File: config.mk
export PLATFORM = sky130hd
export DESIGN_NAME = command_packet_framer_core_flat
export DESIGN_NICKNAME = d
export VERILOG_FILES = /design/src/sv/cpf_pkg.sv /design/src/sv/cpf_if.sv /design/src/sv/cpf_framer.sv /design/src/sv/cpf_emitter.sv /design/src/sv/command_packet_framer_core.sv /design/src/flat_wrapper.sv
export SDC_FILE = /design/constraint.sdc
export NUM_CORES = 1
export LEC_CHECK = 0
export BUFFER_PORTS_ARGS = -buffer_cell sky130_fd_sc_hd__buf_2
export CORE_MARGIN = 3
export CORE_UTILIZATION = 55
export CTS_CLUSTER_DIAMETER = 120
export DETAILED_ROUTE_END_ITERATION = 10
export GPL_ROUTABILITY_DRIVEN = 0
export PLACE_DENSITY_LB_ADDON = 0.05
export SYNTH_ARGS = -nofsm -noshare
export SYNTH_HDL_FRONTEND = slang
export SYNTH_SLANG_ARGS = --single-unit
File: constraint.sdc
create_clock -name i_clk -period 6.3 [get_ports i_clk]
set_clock_uncertainty 0.1 [all_clocks]
set_input_delay 1.26 -clock i_clk [delete_from_list [all_inputs] [get_ports i_clk]]
set_output_delay 1.26 -clock i_clk [all_outputs]
set_load 0.01 [all_outputs]
File: src/sv/cpf_pkg.sv
// Package with the shared types, constants and id tables of the command packet framer.
package cpf_pkg;

    typedef logic [7:0] t_byte;

    localparam int unsigned MAX_BURST = 7;
    localparam int unsigned HEADER_LEN = 6;
    localparam t_byte FRAME_PREFIX = 8'hFF;

    typedef logic [2:0] t_count;

    localparam logic CMD_START = 1'b0;
    localparam logic CMD_DATA = 1'b1;

    typedef struct packed {
        logic        cmd;
        logic [4:0]  msg_type;
        t_byte       seq_num;
        t_byte       payload_len;
        t_byte       data_byte;
    } t_in_word;

    typedef struct packed {
        t_count                      count;
        logic [MAX_BURST-1:0][7:0]   bytes;
        logic [MAX_BURST-1:0]        lasts;
    } t_burst;

    // Device ids by message type; unknown types map to 0xFF.
    localparam t_byte DEV_ID [32] = '{
        8'd0, 8'd0, 8'd0, 8'd0, 8'd0, 8'd0, 8'd0,
        8'd1,
        8'd2, 8'd2, 8'd2, 8'd2, 8'd2, 8'd2, 8'd2, 8'd2, 8'd2,
        8'd2, 8'd2, 8'd2, 8'd2, 8'd2, 8'd2, 8'd2, 8'd2,
        8'hFF, 8'hFF, 8'hFF, 8'hFF, 8'hFF, 8'hFF, 8'hFF
    };

    // Command ids by message type; unknown types map to 0xFF.
    localparam t_byte CMD_ID [32] = '{
        8'd0, 8'd2, 8'd16, 8'd17, 8'd34, 8'd48, 8'd64,
        8'd4,
        8'd1, 8'd2, 8'd3, 8'd32, 8'd33, 8'd48, 8'd49, 8'd51, 8'd64,
        8'd80, 8'd81, 8'd82, 8'd85, 8'd17, 8'd51, 8'd51, 8'd33,
        8'hFF, 8'hFF, 8'hFF, 8'hFF, 8'hFF, 8'hFF, 8'hFF
    };

endpackage

File: src/sv/cpf_if.sv
// Valid/ready channel interfaces for the input words and the output bytes of the framer.
interface cpf_in_if;
    logic       valid;
    logic       ready;
    logic       cmd;
    logic [4:0] msg_type;
    logic [7:0] seq_num;
    logic [7:0] payload_len;
    logic [7:0] data_byte;

    modport source (output valid, cmd, msg_type, seq_num, payload_len, data_byte,
                    input ready);
    modport sink (input valid, cmd, msg_type, seq_num, payload_len, data_byte,
                  output ready);
endinterface

interface cpf_out_if;
    logic       valid;
    logic       ready;
    logic [7:0] out_byte;
    logic       last;

    modport source (output valid, out_byte, last, input ready);
    modport sink (input valid, out_byte, last, output ready);
endinterface

File: src/sv/cpf_framer.sv
// Packet state and the logic that turns one input word into a burst of output bytes.
module cpf_framer (
    input  logic              i_clk,
    input  logic              i_rst_n,
    input  logic              i_load,
    input  cpf_pkg::t_in_word i_word,
    output cpf_pkg::t_burst   o_burst
);
    import cpf_pkg::*;

    t_byte r_sum;
    t_byte r_left;
    logic  r_in_packet;
    t_byte n_sum;
    t_byte n_left;
    logic  n_in_packet;

    t_byte dev;
    t_byte cid;
    t_byte lenb;
    t_byte hsum;
    t_byte dsum;
    t_byte dleft;

    always_comb begin
        dev   = DEV_ID[i_word.msg_type];
        cid   = CMD_ID[i_word.msg_type];
        lenb  = i_word.payload_len + 8'd1;
        hsum  = dev + cid + i_word.seq_num + lenb;
        dsum  = r_sum + i_word.data_byte;
        dleft = r_left - 8'd1;

        n_sum       = r_sum;
        n_left      = r_left;
        n_in_packet = r_in_packet;
        o_burst     = '0;

        if (i_word.cmd == CMD_START) begin
            o_burst.bytes[0] = FRAME_PREFIX;
            o_burst.bytes[1] = FRAME_PREFIX;
            o_burst.bytes[2] = dev;
            o_burst.bytes[3] = cid;
            o_burst.bytes[4] = i_word.seq_num;
            o_burst.bytes[5] = lenb;
            o_burst.bytes[6] = ~hsum;
            n_sum  = hsum;
            n_left = i_word.payload_len;
            if (i_word.payload_len == 8'd0) begin
                o_burst.count    = t_count'(MAX_BURST);
                o_burst.lasts[6] = 1'b1;
                n_in_packet      = 1'b0;
            end else begin
                o_burst.count = t_count'(HEADER_LEN);
                n_in_packet   = 1'b1;
            end
        end else if (r_in_packet && (r_left != 8'd0)) begin
            o_burst.bytes[0] = i_word.data_byte;
            n_sum  = dsum;
            n_left = dleft;
            if (dleft == 8'd0) begin
                o_burst.bytes[1] = ~dsum;
                o_burst.lasts[1] = 1'b1;
                o_burst.count    = 3'd2;
                n_in_packet      = 1'b0;
            end else begin
                o_burst.count = 3'd1;
            end
        end
    end

    always_ff @(posedge i_clk) begin
        if (!i_rst_n) begin
            r_sum       <= '0;
            r_left      <= '0;
            r_in_packet <= 1'b0;
        end else if (i_load) begin
            r_sum       <= n_sum;
            r_left      <= n_left;
            r_in_packet <= n_in_packet;
        end
    end

endmodule

File: src/sv/cpf_emitter.sv
// Burst register that sends the bytes of one word out one per cycle while the receiver is ready.
module cpf_emitter (
    input  logic            i_clk,
    input  logic            i_rst_n,
    input  logic            i_load,
    input  cpf_pkg::t_burst i_burst,
    input  logic            i_ready,
    output logic            o_can_load,
    output logic            o_valid,
    output logic [7:0]      o_byte,
    output logic            o_last
);
    import cpf_pkg::*;

    logic [MAX_BURST-1:0][7:0] r_bytes;
    logic [MAX_BURST-1:0]      r_lasts;
    t_count                    r_cnt;
    logic                      pop;

    assign pop        = (r_cnt != '0) && i_ready;
    assign o_can_load = (r_cnt == '0) || ((r_cnt == 3'd1) && i_ready);
    assign o_valid    = (r_cnt != '0);
    assign o_byte     = r_bytes[0];
    assign o_last     = r_lasts[0];

    always_ff @(posedge i_clk) begin
        if (!i_rst_n) begin
            r_cnt <= '0;
        end else if (i_load) begin
            r_cnt <= i_burst.count;
        end else if (pop) begin
            r_cnt <= r_cnt - 3'd1;
        end
    end

    always_ff @(posedge i_clk) begin
        if (i_load) begin
            r_bytes <= i_burst.bytes;
            r_lasts <= i_burst.lasts;
        end else if (pop) begin
            r_bytes <= r_bytes >> 8;
            r_lasts <= r_lasts >> 1;
        end
    end

endmodule

File: src/sv/command_packet_framer_core.sv
// Top level of the command packet framer.
//
// The input channel takes one word per handshake: a start word (cmd 0) with message type,
// sequence number and payload length, or a payload word (cmd 1) with one data byte.
// The output channel gives the framed bytes of each word, with last set on the checksum.
// A start word yields six header bytes, plus the checksum when the length is zero.
// A payload word inside a packet yields its byte, and the checksum after the final one.
// Payload words outside a packet are dropped and yield nothing.
// The first byte of an accepted word appears in the cycle after it is accepted.
// Input is ready when the burst register is empty or sends its final byte this cycle,
// so payload words stream at one per cycle while the receiver is ready; a start word
// and the closing payload word hold the input until their final byte is sent, as the
// output register sends one byte per cycle.
// Reset clears the packet state and empties the burst register.
// When the receiver stalls, the current byte holds and input stops once the burst waits.
module command_packet_framer_core (
    input  logic  i_clk,
    input  logic  i_rst_n,
    cpf_in_if.sink    i_in,
    cpf_out_if.source o_out
);
    import cpf_pkg::*;

    t_in_word word;
    t_burst   burst;
    logic     can_load;
    logic     load;

    assign word.cmd         = i_in.cmd;
    assign word.msg_type    = i_in.msg_type;
    assign word.seq_num     = i_in.seq_num;
    assign word.payload_len = i_in.payload_len;
    assign word.data_byte   = i_in.data_byte;

    assign i_in.ready = can_load;
    assign load       = i_in.valid && can_load;

    cpf_framer u_framer (
        .i_clk   (i_clk),
        .i_rst_n (i_rst_n),
        .i_load  (load),
        .i_word  (word),
        .o_burst (burst)
    );

    cpf_emitter u_emitter (
        .i_clk      (i_clk),
        .i_rst_n    (i_rst_n),
        .i_load     (load),
        .i_burst    (burst),
        .i_ready    (o_out.ready),
        .o_can_load (can_load),
        .o_valid    (o_out.valid),
        .o_byte     (o_out.out_byte),
        .o_last     (o_out.last)
    );

endmodule

File: src/flat_wrapper.sv
// flat-port wrapper written by rule: the top's interface ports become plain ports
module command_packet_framer_core_flat import cpf_pkg::*;
  (i_clk, i_rst_n, i_in_valid, i_in_cmd, i_in_msg_type, i_in_seq_num, i_in_payload_len, i_in_data_byte, i_in_ready, o_out_valid, o_out_out_byte, o_out_last, o_out_ready);
  cpf_in_if i_in_i ();
  cpf_out_if o_out_i ();
  input  logic i_clk;
  input  logic i_rst_n;
  input wire logic [$bits(i_in_i.valid)-1:0] i_in_valid;
  input wire logic [$bits(i_in_i.cmd)-1:0] i_in_cmd;
  input wire logic [$bits(i_in_i.msg_type)-1:0] i_in_msg_type;
  input wire logic [$bits(i_in_i.seq_num)-1:0] i_in_seq_num;
  input wire logic [$bits(i_in_i.payload_len)-1:0] i_in_payload_len;
  input wire logic [$bits(i_in_i.data_byte)-1:0] i_in_data_byte;
  output wire logic [$bits(i_in_i.ready)-1:0] i_in_ready;
  output wire logic [$bits(o_out_i.valid)-1:0] o_out_valid;
  output wire logic [$bits(o_out_i.out_byte)-1:0] o_out_out_byte;
  output wire logic [$bits(o_out_i.last)-1:0] o_out_last;
  input wire logic [$bits(o_out_i.ready)-1:0] o_out_ready;
  assign i_in_i.valid = i_in_valid;
  assign i_in_i.cmd = i_in_cmd;
  assign i_in_i.msg_type = i_in_msg_type;
  assign i_in_i.seq_num = i_in_seq_num;
  assign i_in_i.payload_len = i_in_payload_len;
  assign i_in_i.data_byte = i_in_data_byte;
  assign i_in_ready = i_in_i.ready;
  assign o_out_valid = o_out_i.valid;
  assign o_out_out_byte = o_out_i.out_byte;
  assign o_out_last = o_out_i.last;
  assign o_out_i.ready = o_out_ready;
  command_packet_framer_core u_core (.i_clk(i_clk), .i_rst_n(i_rst_n), .i_in(i_in_i), .o_out(o_out_i));
endmodule
==> results of run 1 <==
how the worst max path moves through the flow:
stage / slack (ps) / to / cells after the start / start
6_report: 1410 / u_core.u_framer.r_sum[7] / 17 / i_in_msg_type[1]
5_1_grt: 1150 / u_core.u_framer.r_sum[7] / 17 / i_in_msg_type[1]
4_1_cts: 1450 / u_core.u_framer.r_sum[7] / 17 / i_in_msg_type[1]
3_5_place_dp: 1100 / u_core.u_framer.r_sum[7] / 17 / i_in_msg_type[1]
3_3_place_gp: 1260 / u_core.u_framer.r_sum[7] / 17 / i_in_msg_type[1]
2_1_floorplan: 1560 / u_core.u_framer.r_sum[7] / 16 / i_in_msg_type[0]
report_power, final:
part | leakage (nW) | switching [mW] | internal, mW
Combinational | 1.43 | 0.624 | 0.364
Clock | 0.101 | 0.212 | 0.189
Sequential | 0.781 | 0.0909 | 0.936
worst max-delay path, cell delays in order:
cell and delay (ps):
buf_2 140, inv_1 90, ha_1 260, mux4_2 460, mux2i_1 220, fa_1 490
fa_1 480, inv_1 70, ha_1 170, inv_1 60, fa_1 400, nor2b_1 170
o31a_1 160, o21ai_0 110, and3_1 200, o21ai_0 170, a31oi_1 100
kinds of logic (layout without fill, tap and decap cells):
logic type,Yosys count,count (layout)
xor+xnor,21,21
compound gates,166,166
simple gates,150,150
mux,6,6
buf+inv,79,109
fa+ha+maj,40,40
flops,83,83
per-layer routing:
metal  GRT usage (%)  vias up
li1                -     1993
met1           35.38     1923
met2           38.18      138
met3           3.353       12
met4           5.876        0
met5               0        -
cells in the final DEF (no fill, tap or decap), types with 3 or more instances in the layout:
cell / n
a21oi_1: 42
edfxtp_1: 58
o31ai_1: 10
o211ai_1: 7
nand2_1: 66
xor2_1: 8
inv_6: 3
dfxtp_1: 25
nand2_2: 3
and3_1: 6
buf_2: 44
a211oi_1: 10
ha_1: 29
a21o_1: 11
and2_1: 3
nor2_1: 29
a22oi_1: 5
nor2b_1: 7
nor3_1: 11
buf_4: 6
o21a_1: 10
inv_1: 41
nand3_1: 6
o21ai_0: 48
a22o_1: 4
fa_1: 11
xnor2_1: 12
nand4b_1: 3
clkbuf_8: 9
mux2i_1: 4
per-stage QoR:
step                cells  hold WS (ps)  util [%]  setup slack [ps]  instance area, um^2
floorplan             545         332.1         -              1564                 5194
global placement      667         338.1     60.71              1256                 5424
detailed placement    667         345.6     60.71              1097                 5424
CTS                   683         359.4     63.01              1449                 5629
global route          683         367.9     63.01              1149                 5629
finish                683         358.0     63.01              1409                 5629
state kept, by name, summed over array words and instances (netlist names):
| register | cells |
|---|---|
| u_core.u_emitter.r_lasts | 7 |
| u_core.u_emitter.r_cnt | 3 |
| u_core.u_emitter.r_bytes | 48 |
| u_core.u_framer.r_left | 8 |
| u_core.u_emitter.o_byte | 8 |
| u_core.u_framer.r_in_packet | 1 |
| u_core.u_framer.r_sum | 8 |
layout make-up:
class | count | area [um^2] | area share [%]
inverters | 43 | 161.4 | 2.867
clock inverters | 7 | 81.33 | 1.445
clock buffers | 9 | 123.9 | 2.200
multi-input cells | 383 | 2620 | 46.54
flip-flops and latches | 83 | 2242 | 39.83
well taps | 108 | 135.1 | 2.401
repair buffers | 50 | 265.3 | 4.712
==> reports/results.ini, run 1 <==
[timing]
setup_total_negative_slack_ps = 0
grt_setup_unrepaired = no
relSlewSlack_pct = 47.58
timing.final.hold_violations = 0
post-route-period-util_pct = 77.63
setup-violations-final = 0
worst_slew_pin_slew_ps = 786.3
drv_slew = 0
achievable-frequency_mhz = 204.5
layout_min_cycle_time_ps = 4891

[worst_setup_path]
r2r_cells = 8
category_of_the_worst_setup_path_capture_point = flip-flop
rr_startpoint = u_core.u_emitter.r_cnt[0]
reg2reg_slack_ps = 3570
worst_r2r_endpoint = u_core.u_emitter.r_bytes[15]
cp.arrival_ps = 5020
worstPathMaxFanout = 6
startpoint_type = primary input
critPathRequiredTime_ps = 6430
path_class = in -> reg

[clocking]
clkSinkCount = 83
clock-root-buffer = clkbuf_8
cts.reportedPaths.clkPinSlew_ps = 90
cts_hold_buf = 0
post_cts_buffers = 0
tritoncts = done
htree_depth = 3
clk-insertion-delay-late_ps = 360
cts_inserted_buffers = 9
max-clock-path-buffers = 2
post_cts.resized_instances = 0

[synthesis]
synthesis.instances = 545
post_synth_and_or_nand_nor_area_fraction_pct = 13.95
ys_ff_latch = 83
synth_commonest_cells = 68 x nand2_1, 58 x edfxtp_1, 48 x o21ai_0
yosysMostFrequentCell = nand2_1
yosysTopAreaCellShare_pct = 33.53
synth.largest_area_cell = edfxtp_1
yosys.area_share.xor_xnor_pct = 3.806
synth_adder_area_share_pct = 11.23
synthesis.yosys.warnings = 0
seq_area_frac_synth_pct = 43.17
syn-cell-area_um2 = 5194
synth_area_per_cell_um2 = 9.530
dominant_combinational_cell_family_by_area_after_synthesis = compound AO/OA/AOI/OAI gates
ys_async_sr_fraction_pct = 0
postSynth.topFlopCell = edfxtp_1
number_of_synthesized_flops_with_an_enable_pin = 58
synth_cell_types = 60
synth_nets = 619
netlist_top_cells_area = edfxtp_1 34%, dfxtp_1 9.6%, ha_1 7.0%
synth_compound_area_share_pct = 19.95
proportion_of_synthesized_area_in_mux_cells_pct = 1.421

[placement]
dp_hpwl_um = 8698
io_buffer_count = 44

[die]
core_area_um2 = 8934
placementRows = 34
die_x_um = 103.2
start_util_pct = 58.14
die_h_um = 103.2
floorplan.die_area_um2 = 10650
boundaryPins = 45

[global_route]
grt-ovfl-total = 0
grt_pass1_wl_um = 19800
grt_pass1_vias = 3864
grt_max_degree = 61
grt_antenna_before_repair = 0
grt_usage_pct = 24.15

[route]
route.final.wire_length_um = 12060
wl_met1_um = 5550
remaining_number_of_nets_flagged_by_the_antenna_check_after_routing = 0
vias_per_cell = 5.953
detailroute.via_count = 4066
drt_iter0_drc = 410
drt_first_pass_iters = 5
wl_per_cell_um = 17.66
drc_errors = 0
met3_length_um = 727
topRoutingLayerUsed = met4
met2_wirelength_um = 5667

[power_and_ir_drop]
powerDensity_nw_per_um2 = 429.3
p_leak_nw = 2.310
fin_total_pwr_mw = 2.417
peakVddDrop_mv = 0.2198

[worst_hold_path]
worst_hold_path.endpoint = u_core.u_emitter.r_lasts[3]
hold_removal_path_class = reg -> reg
hold_path_startpoint = u_core.u_emitter.r_lasts[4]
worstHoldPathCells = 2

[layout]
antennaDiodeCount = 0
fillers = 743
ratio_of_cells_with_drive_above_1_in_the_final_layout_pct = 13.74
finalNetCount = 644
p_r_area_growth_vs_syn_pct = 8.384

[run]
cap_viol_max_count = 0

[outcome]
run_status = finished, final reports clean

No activity file was read; power rests on OpenSTA's default activity.
==> inputs of run 2 (changes only) <==
- clock period: 6.3 -> 4.2 ns (I/O delays scaled with it)
==> run 2 against run 1 <==
Net effect: via count up 3.2%; sequential cell count unchanged; critical path depth down 1; combinational power up 62%; critical path type unchanged; clock power up 47%.
==> reports/results.ini, run 2 (synthesis gave the netlist of run 1 again) <==
[power_and_ir_drop]
power.share.combinational_pct = 42.8  ; was 40.9%
p_leak_nw = 2.439  ; was 2.310 nW
power.share.clock_pct = 15.7  ; was 16.6%
powerDensity_nw_per_um2 = 632.5  ; was 429.3 nW/um^2
p_sw_share_pct = 38.15  ; was 38.38%
internal_power_mw = 2.313  ; was 1.489 mW
switchingPower_mw = 1.427  ; was 927.6 uW
power.sequential.fraction_pct = 41.5  ; was 42.5%
peakVddDrop_mv = 0.3388  ; was 0.2198 mV

[worst_setup_path]
reg2reg_slack_ps = 1580  ; was 3570 ps
cp.arrival_ps = 4090  ; was 5020 ps
startpoint_type = primary input  ; unchanged
timing.critical_path.from = i_in_msg_type[0]  ; was i_in_msg_type[1]
worst_r2r_endpoint = u_core.u_framer.r_left[7]  ; was u_core.u_emitter.r_bytes[15]
rr_startpoint = u_core.u_framer.r_left[0]  ; was u_core.u_emitter.r_cnt[0]
r2r_cells = 8  ; unchanged
path_class = in -> reg  ; unchanged
critPathRequiredTime_ps = 4210  ; was 6430 ps
category_of_the_worst_setup_path_capture_point = flip-flop  ; unchanged
critical_path.endpoint = u_core.u_emitter.r_bytes[55]  ; was u_core.u_framer.r_sum[7]
worstPathMaxFanout = 4  ; was 6

[clocking]
clkSinkCount = 83  ; unchanged
tritoncts = done  ; unchanged
cts_hold_buf = 0  ; unchanged
htree_depth = 3  ; unchanged
cts.reportedPaths.clkPinSlew_ps = 90  ; about the same
max-clock-path-buffers = 2  ; unchanged
clock-root-buffer = clkbuf_8  ; unchanged
cts_inserted_buffers = 9  ; unchanged
clk-insertion-delay-late_ps = 350  ; was 360 ps

[die]
core_area_um2 = 8934  ; unchanged
die_h_um = 103.2  ; unchanged
die_x_um = 103.2  ; unchanged
placementRows = 34  ; unchanged
boundaryPins = 45  ; unchanged
start_util_pct = 58.14  ; unchanged
floorplan.die_area_um2 = 10650  ; unchanged

[layout]
antennaDiodeCount = 0  ; unchanged
most-common-layout-cells = 66 x nand2_1, 58 x edfxtp_1, 45 x o21ai_0  ; was 66 x nand2_1, 58 x edfxtp_1, 48 x o21ai_0
layout_commonest_cell = nand2_1  ; unchanged
finalNetCount = 670  ; was 644
largest_reg_flops = 48  ; unchanged
final-instance-count-excl-fill = 709  ; was 683
registers.top_by_ff_count = u_core.u_emitter.r_bytes  ; unchanged
p_r_area_growth_vs_syn_pct = 13.85  ; was 8.384%
ratio_of_cells_with_drive_above_1_in_the_final_layout_pct = 19.80  ; was 13.74%
utilization_pct = 66.19  ; was 63.01%

[route]
wl_per_cell_um = 17.87  ; was 17.66 um
drt_iter0_drc = 242  ; was 410
detailroute.via_count = 4198  ; was 4066
drt_first_pass_iters = 5  ; unchanged
vias_per_cell = 5.921  ; was 5.953
route.final.wire_length_um = 12670  ; was 12060 um
drc_errors = 0  ; unchanged
remaining_number_of_nets_flagged_by_the_antenna_check_after_routing = 0  ; unchanged

[timing]
worst_slew_pin_slew_ps = 1103  ; was 786.3 ps
setup_slack_ps = 115.8  ; was 1409 ps
drv_slew = 0  ; unchanged
layout_min_cycle_time_ps = 4084
relSlewSlack_pct = 26.18  ; was 47.58%
holdWs_ps = 358.5  ; was 358.0 ps
setup-violations-final = 0  ; unchanged
achievable-frequency_mhz = 244.8
grt_setup_unrepaired = yes  ; was no
post-route-period-util_pct = 97.24
timing.final.hold_violations = 0  ; unchanged

[outcome]
run_status = finished, final reports clean  ; unchanged

[run]
cap_viol_max_count = 0  ; unchanged

[global_route]
grt_pass1_wl_um = 20360  ; was 19800 um
grt_usage_pct = 25.06  ; was 24.15%
grt_max_degree = 46  ; was 61
grt-ovfl-total = 0  ; unchanged
grt_pass1_vias = 4004  ; was 3864
grt_antenna_before_repair = 0  ; unchanged

[placement]
inst_count_dp = 690  ; was 667
dp_hpwl_um = 9326  ; was 8698 um
io_buffer_count = 44  ; unchanged
dp_slack_ps = -304.9  ; was 1097 ps

[worst_hold_path]
hold_removal_path_class = reg -> reg  ; unchanged

==> run 2: stage by stage <==
step	TNS (ps)	cell area (um^2)	total power, mW
6_report	0	5913	3.740
5_1_grt	-41.71	5913	4.010
4_1_cts	0	5821	3.704
3_5_place_dp	-2068	5620	3.115
3_3_place_gp	-946.6	5620	3.069
2_1_floorplan	0	5218	2.661
==> run 2: cell type report <==
class / count / area (um^2)
Fill cell: 739 / 3020
Multi-Input combinational cell: 383 / 2684
Sequential cell: 83 / 2242
Timing Repair Buffer: 76 / 480.5
Inverter: 43 / 171.4
Tap cell: 108 / 135.1
Clock buffer: 9 / 123.9
Clock inverter: 7 / 76.32
==> run 2: power by group through the flow <==
stage               clock, mW  combinational (mW)  sequential [mW]
floorplan                   0                1.14             1.52
global placement            0                1.51             1.56
detailed placement          0                1.54             1.57
CTS                     0.601                1.55             1.55
global route            0.624                1.80             1.59
finish                  0.588                1.60             1.55
==> run 2: what timing repair did <==
item | CTS | global route
resized for setup | 0 | 20
setup endpoints to repair | 0 | 8
buffers inserted | 0 | 3
==> run 2: how the worst min path moves through the flow <==
| stage | start | end | cells after the start |
|---|---|---|---|
| after CTS | u_core.u_emitter.r_lasts[3] | u_core.u_emitter.r_lasts[2] | 2 |
| final | u_core.u_emitter.r_lasts[5] | u_core.u_emitter.r_lasts[4] | 2 |
| after floorplan | u_core.u_emitter.r_lasts[3] | u_core.u_emitter.r_lasts[2] | 2 |
| after global routing | u_core.u_emitter.r_lasts[2] | u_core.u_emitter.r_lasts[2] | 2 |
| after global placement | u_core.u_emitter.r_lasts[3] | u_core.u_emitter.r_lasts[2] | 2 |
| after detailed placement | u_core.u_emitter.r_lasts[4] | u_core.u_emitter.r_lasts[3] | 2 |
==> run 2: worst max-delay path, stage by stage <==
cell and delay [ps]:
buf_8 110, inv_4 60, ha_4 190, mux4_2 490, mux2i_4 180, fa_1 470, fa_1 480, inv_2 80
ha_4 140, inv_4 30, fa_2 390, nor2b_2 140, o31a_1 170, o21ai_2 70, a21oi_2 200, nor3_2 60
==> run 2: metal layers <==
metal | GRT usage (%) | share of wire (%) | up-vias
met5 | 0 | 0 | -
met2 | 38.43 | 46 | 130
met1 | 35.67 | 46 | 2001
met3 | 5.298 | 5.7 | 19
li1 | - | - | 2048
met4 | 8.167 | 2.1 | 0
==> inputs of run 3 (changes only) <==
==> constraint.sdc (replaced) <==
create_clock -name i_clk -period 4.2 [get_ports i_clk]
set_clock_uncertainty 0.1 [all_clocks]
set_input_delay 0.42 -clock i_clk [delete_from_list [all_inputs] [get_ports i_clk]]
set_output_delay 0.42 -clock i_clk [all_outputs]
set_load 0.01 [all_outputs]
==> run 3 against run 2 <==
Net effect: register-to-register slack worse by 140 ps; global-route usage down 0.22 points; largest cell class unchanged; setup slack better by 110 ps; worst hold slack worse by 99 ps; sequential cell count unchanged; sequential share of layout area up 1.3 points; combinational power down 8%; largest power group is now registers; final area down 3.2%; fmax up 2.7%; highest routed layer unchanged.
==> reports/results.ini, run 3 (synthesis gave the netlist of run 1 again) <==
[layout]
final_instance_area_um2 = 5722  ; was 5913 um^2
registers.top_by_ff_count = u_core.u_emitter.r_bytes  ; unchanged
p_r_area_growth_vs_syn_pct = 10.17  ; was 13.85%
utilization_pct = 64.05  ; was 66.19%
antennaDiodeCount = 0  ; unchanged
layout_commonest_cell = nand2_1  ; unchanged
most-common-layout-cells = 66 x nand2_1, 58 x edfxtp_1, 47 x o21ai_0  ; was 66 x nand2_1, 58 x edfxtp_1, 45 x o21ai_0
finalNetCount = 652  ; was 670
final-instance-count-excl-fill = 691  ; was 709
largest_reg_flops = 48  ; unchanged
ratio_of_cells_with_drive_above_1_in_the_final_layout_pct = 15.27  ; was 19.80%

[worst_setup_path]
timing.critical_path.from = i_in_msg_type[0]  ; unchanged
path_class = in -> reg  ; unchanged
critPathRequiredTime_ps = 4340  ; was 4210 ps
startpoint_type = primary input  ; unchanged
category_of_the_worst_setup_path_capture_point = flip-flop  ; unchanged
rr_startpoint = u_core.u_emitter.r_cnt[0]  ; was u_core.u_framer.r_left[0]
worstPathMaxFanout = 4  ; unchanged
cp.arrival_ps = 4110  ; was 4090 ps

[clocking]
tritoncts = done  ; unchanged
clk-insertion-delay-late_ps = 350  ; about the same
cts.reportedPaths.clkPinSlew_ps = 90  ; about the same
cts_inserted_buffers = 9  ; unchanged
clock-root-buffer = clkbuf_8  ; unchanged
max-clock-path-buffers = 2  ; unchanged
htree_depth = 3  ; unchanged
clkSinkCount = 83  ; unchanged

[worst_hold_path]
hold_path_startpoint = i_rst_n  ; was u_core.u_emitter.r_lasts[5]
hold_removal_path_class = in -> reg  ; was reg -> reg

[power_and_ir_drop]
p_leak_nw = 2.356  ; was 2.439 nW
powerDensity_nw_per_um2 = 645.2  ; was 632.5 nW/um^2
peakVddDrop_mv = 0.3164  ; was 0.3388 mV

[placement]
dpl-instance-area_um2 = 5484  ; was 5620 um^2
io_buffer_count = 44  ; unchanged
dp_hpwl_um = 9021  ; was 9326 um
inst_count_dp = 675  ; was 690

[timing]
layout_min_cycle_time_ps = 3977  ; was 4084 ps
relSlewSlack_pct = 32.14  ; was 26.18%
timing.final.hold_violations = 0  ; unchanged
achievable-frequency_mhz = 251.5  ; was 244.8 MHz
drv_slew = 0  ; unchanged
worst_slew_pin_slew_ps = 1014  ; was 1103 ps
setup-violations-final = 0  ; unchanged
grt_setup_unrepaired = no  ; was yes
post-route-period-util_pct = 94.68  ; was 97.24%

[global_route]
grtUsageMet1_pct = 35.00  ; was 35.67%
grt_antenna_before_repair = 0  ; unchanged
grt_pass1_vias = 3967  ; was 4004
grt_max_degree = 48  ; was 46
gr-max-usage-layer = met2  ; unchanged
grt-ovfl-total = 0  ; unchanged
grt_usage_pct = 24.84  ; was 25.06%
grtUsageMet2_pct = 38.97  ; was 38.43%
global_route.usage.met3_pct = 3.353  ; was 5.298%
grt_pass1_wl_um = 20190  ; was 20360 um

[route]
remaining_number_of_nets_flagged_by_the_antenna_check_after_routing = 0  ; unchanged
route.final.wire_length_um = 12240  ; was 12670 um
wl_per_cell_um = 17.71  ; was 17.87 um
drt_first_pass_iters = 5  ; unchanged
vias_per_cell = 5.920  ; was 5.921
drt_iter0_drc = 200  ; was 242
detailroute.via_count = 4091  ; was 4198
drc_errors = 0  ; unchanged

[die]
floorplan.die_area_um2 = 10650  ; unchanged
die_x_um = 103.2  ; unchanged
boundaryPins = 45  ; unchanged
start_util_pct = 58.14  ; unchanged
core_area_um2 = 8934  ; unchanged
die_h_um = 103.2  ; unchanged
placementRows = 34  ; unchanged

[outcome]
run_status = finished, final reports clean  ; unchanged

[run]
cap_viol_max_count = 0  ; unchanged

run 3: stage by stage:
step	setup TNS [ps]	setup slack, ps	total power [mW]	hold slack (ps)
global placement	0	22.28	3.003	338.3
detailed placement	-312.2	-191.7	3.051	344.4
CTS	0	172.9	3.714	237.8
floorplan	0	304.0	2.655	332.1
finish	0	223.5	3.692	259.9
global route	0	43.81	3.968	263.6
run 3: metal layers:
metal  part of all wire [%]  up-vias
li1                       -     2009
met1                     45     1925
met5                      0        -
met2                     47      133
met4                    2.6        0
met3                    5.8       24
run 3: power by group:
group	switching, mW	total, mW	leakage (nW)	internal, mW
registers	0.151	1.56	0.781	1.41
clock network	0.314	0.654	0.107	0.340
logic	0.925	1.48	1.47	0.554
run 3: path summary, 6_finish.rpt:
path,slack [ps],cells after the start,endpoint
min,260,3,u_core.u_emitter.r_cnt[2]
max reg2reg,1440,6,u_core.u_emitter.r_bytes[50]
max,220,17,u_core.u_framer.r_sum[7]
min reg2reg,360,2,u_core.u_emitter.r_lasts[4]
run 3: final cells by class:
cell class / instances / area, um^2
timing repair buffer: 58 / 325.3
multi-input combinational: 383 / 2635
clock buffer: 9 / 123.9
clock inverter: 7 / 98.84
fill: 734 / 3212
tap: 108 / 135.1
inverter: 43 / 161.4
sequential: 83 / 2242
run 3: what timing repair did:
item,4_1_cts,5_1_grt
gates resized for setup,0,4
hold buffers,0,0
setup buffers,0,0
hold endpoints to repair,0,0
setup endpoints to repair,0,2
run 3: worst max-delay path, stage by stage:
cell and delay [ps]:
buf_2 120, inv_1 60, ha_1 290, mux4_2 500
mux2i_4 200, fa_1 450, fa_1 480, inv_1 70
ha_1 170, inv_1 60, fa_1 400, nor2b_2 140
o31a_1 150, o21ai_0 110, and3_1 190, o21ai_0 190
a31oi_1 110
